--- src/hw/rtl/maf_pkg.sv ---
package maf_pkg;

  localparam int unsigned SAMPLE_W = 16;
  localparam int unsigned WINDOW_W = 8;
  localparam int unsigned TOTAL_W  = 24;

  typedef enum logic [2:0] {
    ST_IDLE,
    ST_READ,
    ST_UPDATE,
    ST_DIVIDE,
    ST_OUTPUT
  } maf_state_t;

  typedef struct packed {
    logic busy;
    logic done;
  } maf_div_stat_t;

endpackage

--- src/hw/rtl/maf_ram.sv ---
module maf_ram #(
  parameter int unsigned WIDTH = 16,
  parameter int unsigned DEPTH = 256
) (
  input  logic                     clk,
  input  logic                     we,
  input  logic [$clog2(DEPTH)-1:0] waddr,
  input  logic [WIDTH-1:0]         wdata,
  input  logic                     re,
  input  logic [$clog2(DEPTH)-1:0] raddr,
  output logic [WIDTH-1:0]         rdata
);

  logic [WIDTH-1:0] mem [DEPTH];

  always_ff @(posedge clk) begin
    if (we) begin
      mem[waddr] <= wdata;
    end
    if (re) begin
      rdata <= mem[raddr];
    end
  end

endmodule

--- src/hw/rtl/maf_div.sv ---
module maf_div
  import maf_pkg::*;
(
  input  logic                clk,
  input  logic                rst,
  input  logic                start,
  input  logic [TOTAL_W-1:0]  dividend,
  input  logic [WINDOW_W-1:0] divisor,
  output maf_div_stat_t       stat,
  output logic [TOTAL_W-1:0]  quotient
);

  localparam int unsigned CntW = $clog2(TOTAL_W + 1);

  logic [CntW-1:0]     cnt;
  logic [WINDOW_W-1:0] rem;
  logic [WINDOW_W-1:0] dvs;
  logic [TOTAL_W-1:0]  q;
  logic                busy;
  logic                done;

  logic [WINDOW_W:0]   shifted;
  logic [WINDOW_W:0]   diff;
  logic                fits;

  // Restoring division: the dividend shifts out of the top of q while
  // quotient bits shift in at the bottom, one bit per cycle.
  always_comb begin
    shifted = {rem, q[TOTAL_W-1]};
    diff    = shifted - {1'b0, dvs};
    fits    = shifted >= {1'b0, dvs};
  end

  always_ff @(posedge clk) begin
    if (rst) begin
      busy <= 1'b0;
      done <= 1'b0;
      cnt  <= '0;
    end else begin
      done <= 1'b0;
      if (start) begin
        busy <= 1'b1;
        cnt  <= CntW'(TOTAL_W);
      end else if (busy) begin
        cnt <= cnt - 1'b1;
        if (cnt == CntW'(1)) begin
          busy <= 1'b0;
          done <= 1'b1;
        end
      end
    end
  end

  always_ff @(posedge clk) begin
    if (start) begin
      q   <= dividend;
      rem <= '0;
      dvs <= divisor;
    end else if (busy) begin
      q   <= {q[TOTAL_W-2:0], fits};
      rem <= fits ? diff[WINDOW_W-1:0] : shifted[WINDOW_W-1:0];
    end
  end

  assign stat.busy = busy;
  assign stat.done = done;
  assign quotient  = q;

endmodule

--- src/hw/rtl/moving_average_filter_core.sv ---
// Moving average over a ring of stored samples; one result per sample.
// Steps from the input transfer to a valid result: ring read, read-modify-write,
// serial divide, done flag and output load. A new sample is taken only once the
// previous result is in the output register, so a stalled output holds off input.
// Reset (synchronous, active high) sets the window to 8 (MAX_WINDOW if smaller) and clears the
// position, the running total and the ring fill flag; the ring is not swept.
module moving_average_filter_core
  import maf_pkg::*;
#(
  parameter int unsigned MAX_WINDOW = 256
) (
  input  logic                clk,
  input  logic                rst,
  input  logic                cfg_valid,
  output logic                cfg_ready,
  input  logic [WINDOW_W-1:0] cfg_data,      // window_size
  input  logic                s_axis_tvalid,
  output logic                s_axis_tready,
  input  logic [SAMPLE_W-1:0] s_axis_tdata,  // sample
  output logic                m_axis_tvalid,
  input  logic                m_axis_tready,
  output logic [SAMPLE_W-1:0] m_axis_tdata   // average
);

  localparam int unsigned PosW = $clog2(MAX_WINDOW);
  localparam logic [WINDOW_W-1:0] WinCap =
    WINDOW_W'((MAX_WINDOW > 255) ? 255 : MAX_WINDOW);
  localparam logic [WINDOW_W-1:0] WinReset =
    WINDOW_W'((MAX_WINDOW < 8) ? MAX_WINDOW : 8);

  maf_state_t          state;
  maf_state_t          state_next;

  logic [WINDOW_W-1:0] window;
  logic [PosW-1:0]     pos;
  logic                wrapped;
  logic [TOTAL_W-1:0]  total;
  logic [TOTAL_W-1:0]  total_next;
  logic [SAMPLE_W-1:0] sample;

  logic                ram_we;
  logic                ram_re;
  logic [SAMPLE_W-1:0] ram_rdata;
  logic [SAMPLE_W-1:0] old_sample;
  logic                pos_last;

  logic                div_start;
  maf_div_stat_t       div_stat;
  logic [TOTAL_W-1:0]  div_quotient;
  logic                out_load;

  assign cfg_ready = 1'b1;

  maf_ram #(
    .WIDTH (SAMPLE_W),
    .DEPTH (MAX_WINDOW)
  ) u_ring (
    .clk   (clk),
    .we    (ram_we),
    .waddr (pos),
    .wdata (sample),
    .re    (ram_re),
    .raddr (pos),
    .rdata (ram_rdata)
  );

  maf_div u_div (
    .clk      (clk),
    .rst      (rst),
    .start    (div_start),
    .dividend (total_next),
    .divisor  (window),
    .stat     (div_stat),
    .quotient (div_quotient)
  );

  // Until the position has wrapped once since the last restart, the slot at
  // the position has not been written and counts as zero.
  always_comb begin
    old_sample = wrapped ? ram_rdata : '0;
    total_next = total - TOTAL_W'(old_sample) + TOTAL_W'(sample);
    pos_last   = ((WINDOW_W + 1)'(pos) + 1'b1) == {1'b0, window};
  end

  always_comb begin
    state_next = state;
    case (state)
      ST_IDLE: begin
        if (s_axis_tvalid) begin
          state_next = ST_READ;
        end
      end
      ST_READ:   state_next = ST_UPDATE;
      ST_UPDATE: state_next = ST_DIVIDE;
      ST_DIVIDE: begin
        if (div_stat.done) begin
          state_next = ST_OUTPUT;
        end
      end
      ST_OUTPUT: begin
        if (!m_axis_tvalid || m_axis_tready) begin
          state_next = ST_IDLE;
        end
      end
      default: state_next = ST_IDLE;
    endcase
  end

  always_comb begin
    s_axis_tready = 1'b0;
    ram_re        = 1'b0;
    ram_we        = 1'b0;
    div_start     = 1'b0;
    out_load      = 1'b0;
    case (state)
      ST_IDLE: begin
        s_axis_tready = 1'b1;
        ram_re        = 1'b1;
      end
      ST_UPDATE: begin
        ram_we    = 1'b1;
        div_start = 1'b1;
      end
      ST_OUTPUT: out_load = !m_axis_tvalid || m_axis_tready;
      default: ;
    endcase
  end

  always_ff @(posedge clk) begin
    if (rst) begin
      state         <= ST_IDLE;
      window        <= WinReset;
      pos           <= '0;
      wrapped       <= 1'b0;
      total         <= '0;
      m_axis_tvalid <= 1'b0;
    end else begin
      state <= state_next;
      if (cfg_valid && cfg_ready && cfg_data != '0) begin
        window  <= (cfg_data > WinCap) ? WinCap : cfg_data;
        pos     <= '0;
        wrapped <= 1'b0;
        total   <= '0;
      end else if (state == ST_UPDATE) begin
        total <= total_next;
        if (pos_last) begin
          pos     <= '0;
          wrapped <= 1'b1;
        end else begin
          pos <= pos + 1'b1;
        end
      end
      if (out_load) begin
        m_axis_tvalid <= 1'b1;
      end else if (m_axis_tready) begin
        m_axis_tvalid <= 1'b0;
      end
    end
  end

  always_ff @(posedge clk) begin
    if (s_axis_tvalid && s_axis_tready) begin
      sample <= s_axis_tdata;
    end
    if (out_load) begin
      m_axis_tdata <= div_quotient[SAMPLE_W-1:0];
    end
  end

  a_pos_in_window: assert property (@(posedge clk) disable iff (rst)
    (WINDOW_W + 1)'(pos) < {1'b0, window})
    else $error("ring position outside the window");

  a_window_nonzero: assert property (@(posedge clk) disable iff (rst)
    window != '0)
    else $error("window length is zero");

  a_accept_reads: assert property (@(posedge clk) disable iff (rst)
    s_axis_tvalid && s_axis_tready |=> state == ST_READ)
    else $error("input transfer did not start a ring read");

  a_div_owned: assert property (@(posedge clk) disable iff (rst)
    div_stat.busy || div_stat.done |-> state == ST_DIVIDE)
    else $error("divider active outside the divide phase");

  a_load_after_div: assert property (@(posedge clk) disable iff (rst)
    out_load |-> $past(state) == ST_DIVIDE || $past(state) == ST_OUTPUT)
    else $error("result loaded without a finished division");

endmodule

--- config.mk ---
export PLATFORM = sky130hd
export DESIGN_NAME = moving_average_filter_core
export DESIGN_NICKNAME = d
export VERILOG_FILES = /design/src/hw/rtl/maf_pkg.sv /design/src/hw/rtl/maf_ram.sv /design/src/hw/rtl/maf_div.sv /design/src/hw/rtl/moving_average_filter_core.sv
export SDC_FILE = /design/constraint.sdc
export NUM_CORES = 2
export LEC_CHECK = 0
export BUFFER_PORTS_ARGS = -buffer_cell sky130_fd_sc_hd__buf_2
export CAP_MARGIN = 10
export CORE_MARGIN = 4
export CORE_UTILIZATION = 55
export DETAILED_ROUTE_END_ITERATION = 7
export PLACE_DENSITY = 0.7
export SLEW_MARGIN = 5
export SYNTH_ARGS = -nofsm -noshare
export SYNTH_HDL_FRONTEND = slang
export SYNTH_SLANG_ARGS = --single-unit
--- constraint.sdc ---
create_clock -name clk -period 5.92 [get_ports clk]
set_input_delay 1.48 -clock clk [delete_from_list [all_inputs] [get_ports clk]]
set_output_delay 1.48 -clock clk [all_outputs]
set_load 0.01 [all_outputs]
==> summary.md <==
| Metric | Value |
|---|---|
| Status | finished, final reports clean |
| Layout overhead on the synthesized area | 12.8% |
| Clk Tree Root Cell | clkbuf_16 |
| Critical path class | reg -> reg |
| Design Power | 61,600 uW |
| Row count | 200 |
| Total CTS buffers | 418 |
| Crit Reg-Reg Endpoint | u_ring.rdata[13]$_DFFE_PP_ |
| Initial Util | 0.552 |
| Post-synth top area share | 0.765 |
| Vias per Instance | 6.72 |
| Slowest cell on the critical path | a221oi_1 |
| R2R cell count | 7 |
| Final Skew | 0.0706 ns |
| Maxcap violations | 0 |
| Post-CTS Setup Bufs | 0 |
| TritonRoute pass-1 iters | 6 |
| Initial antenna violation count | 32 |
| Synthesized area per cell | 23.0 um2 |
| Tot GR Track Use | 0.280 |
| Core Region | 297,000 um2 |
| Share of post-route cells with drive strength above 1 | 0.311 |
| Worst vdd ir | 290 uV |
| Initial drt markers | 12,300 |
| R2R Setup Slk | 0.94 ns |
| Max frequency | 0.201 GHz |
| Bufs on Longest Clock Path | 4 |
| Final setup fails | 0 |
| Htree depth | 5 |
| PortBufs | 46 |
| CP peak stage delay | 1.03 ns |
| Post-Syn Instances | 7,134 |
| Crit-path max FO | 71 |
| Final Cycle Share | 0.840 |
| Required @ worst endpoint | 6.58 ns |
| First-pass GRT wire length | 609,000 um |
| Type of element capturing the critical path | register |
| Setup TNS | 0 ns |
| Yosys top cell by area | edfxtp_1 |
| Measured slew at the worst slew-check pin | 1.36 ns |
| Final worst path period need | 4.98 ns |
| Clock Latency Late Sink | 0.98 ns |
| CP Buf/Inv Count | 2 |
| Cell Area, Placed | 171,000 um2 |
| Routed length per instance | 36.2 um |
| Vias | 80,100 |
| R2r startpoint | pos[1]$_SDFFE_PP0P_ |
| Number of synthesized flops with an enable pin | 4,176 |
| Vias in the first global route | 79,500 |
| Critical path launch point type | register |
| Final hold viol count | 0 |
| Most common cell after layout, fill and taps aside | edfxtp_1 |
| Width of the die | 554 um |
| Worst-path clk slew | 0.06 ns |
| DRC | 0 |
| Net Count, Synth | 7,218 |
| Main synth FF type | edfxtp_1 |
| Crit-path cells | buf_12 -> buf_4 -> mux4_2 -> mux4_2 -> a32o_1 -> a221oi_1 -> nand4_1 |
| Most used cell, CP | mux4_2 |
| Top cells by area, synth | edfxtp_1 (76%), mux4_2 (17%), mux2i_1 (0.81%) |
| Post-Syn Area | 164,000 um2 |
| Fin worst setup slack | 0.945 ns |
| Gr ovfl total | 0 |
| TritonCTS clock tree | built |
| Util after Layout | 0.623 |
| Critical path origin | pos[1]$_SDFFE_PP0P_ |
| Family with the most delay on the worst path | compound AO/OA/AOI/OAI gates |
| Routed WL | 431,000 um |
| CP endpoint | u_ring.rdata[13]$_DFFE_PP_ |
| Unique masters post-synth | 68 |
| YS warnings | 0 |
| Relative slew slack | 0.0954 |
| I/O Pins | 48 |
| Final Cell Area | 185,000 um2 |
| Final Wtd Congestion | 0.906 |
| Pleak | 0.0558 uW |
| Ys async rst share | 0 |
| Die Y-Extent | 554 um |
| Critical path depth | 7 |
| Max-slew violation count | 0 |
| Commonest non-fill, non-tap cells in the layout | edfxtp_1 (4,176), mux4_2 (1,230), clkbuf_16 (424) |
| Clock sinks | 4,236 |
| Synth Register Bits | 4,236 |
| RSZ-0062 raised after global routing | false |
| Power Density | 333 nW/um2 |
| Hold Crit Class | reg -> reg |
| Post-cts sizing count | 0 |
| DIE AREA | 307,000 um2 |
| Antenna Violating Nets Remaining | 0 |
| Nets | 7,705 |
| Hold_buf cts | 0 |
| Sequential share of the synthesized area | 0.772 |
| Largest net degree at the start of global routing | 193 |
| DP Wirelength | 252,000 um |
| CP arrival | 5.63 ns |
| Pre-CTS setup slack | 0.989 ns |
-- worst min-delay path by stage --
stage	start	to	slack, ns	cells past startpoint
2_1_floorplan	u_div.quotient[0]$_DFFE_PP_	m_axis_tdata[0]$_DFFE_PP_	0.43	0
3_3_place_gp	u_div.quotient[5]$_DFFE_PP_	m_axis_tdata[5]$_DFFE_PP_	0.43	0
3_5_place_dp	u_div.quotient[11]$_DFFE_PP_	m_axis_tdata[11]$_DFFE_PP_	0.43	0
4_1_cts	u_div.quotient[11]$_DFFE_PP_	m_axis_tdata[11]$_DFFE_PP_	0.44	0
5_1_grt	u_div.quotient[11]$_DFFE_PP_	m_axis_tdata[11]$_DFFE_PP_	0.47	0
6_report	u_div.quotient[11]$_DFFE_PP_	m_axis_tdata[11]$_DFFE_PP_	0.45	0
-- state kept, by name, summed over array words and instances (netlist names), 3 cells and up --
signal          flops
m_axis_tdata       16
pos                 8
sample             16
state               3
total              24
u_div.cnt           5
u_div.dvs           8
u_div.quotient     24
u_div.rem           8
u_ring.mem       4096
u_ring.rdata       16
window              8
-- worst register-to-register path: cells and delay by family, from the launching register on --
kind / cells / cell delay (ns)
compound gates: 2 / 1.49
buf+inv: 2 / 1.00
flops: 1 / 1.02
mux: 2 / 0.98
simple gates: 1 / 0.19
-- metrics by stage --
step	instances	hold slack (ns)
3_5_place_dp	11100	0.434
5_1_grt	11900	0.465
3_3_place_gp	11100	0.435
2_1_floorplan	7134	0.426
4_1_cts	11900	0.445
6_report	11900	0.447
-- area by class of cell --
class                           instances  area [um2]
Timing Repair Buffer                  450        3780
Antenna cell                           18        45.0
Inverter                               94         353
Tap cell                             3939        4930
Clock inverter                        238        2500
Multi-Input combinational cell       2421       35600
Sequential cell                      4236      127000
Clock buffer                          521       11000
Fill cell                           19500      112000
-- Yosys cell counts, types with 15 or more instances --
library cell,number
edfxtp_1,4176
mux4_2,1230
nor2_1,321
clkbuf_1,190
nand2_1,166
mux2i_1,132
inv_1,93
buf_2,90
a21oi_1,84
dfxtp_1,60
nand3_1,47
o22ai_1,42
buf_4,40
ha_1,38
buf_1,35
nor2b_1,31
buf_6,28
o21ai_0,25
xnor2_1,25
nand4_1,24
nor3_1,24
and2_1,23
a22oi_1,21
fa_1,17
and3_1,15
-- metal layers --
metal | track usage | routed length (um) | vias up
met4 | 0.106 | 18300 | 14
met5 | 0.00375 | 229 | -
met3 | 0.0785 | 52900 | 868
li1 | - | - | 31200
met2 | 0.431 | 204000 | 5418
met1 | 0.389 | 155000 | 42600
-- cells by family after synthesis --
kind of cell	after synthesis	synth area share
AOI/OAI and AO/OA	277	0.0112
muxes	1370	0.178
other	1	0.0000229
xor gates and xnor gates	35	0.00195
DFF	4236	0.772
adders and majority gates	55	0.00498
and+or+nand+nor	683	0.0182
buffers and inverters	477	0.0138
-- power by group --
| group | internal, uW | switching (uW) | total (uW) |
|---|---|---|---|
| Clock | 14800 | 11300 | 26100 |
| Combinational | 751 | 1440 | 2190 |
| Sequential | 33200 | 119 | 33300 |
Power figures use the tool's default switching activity.
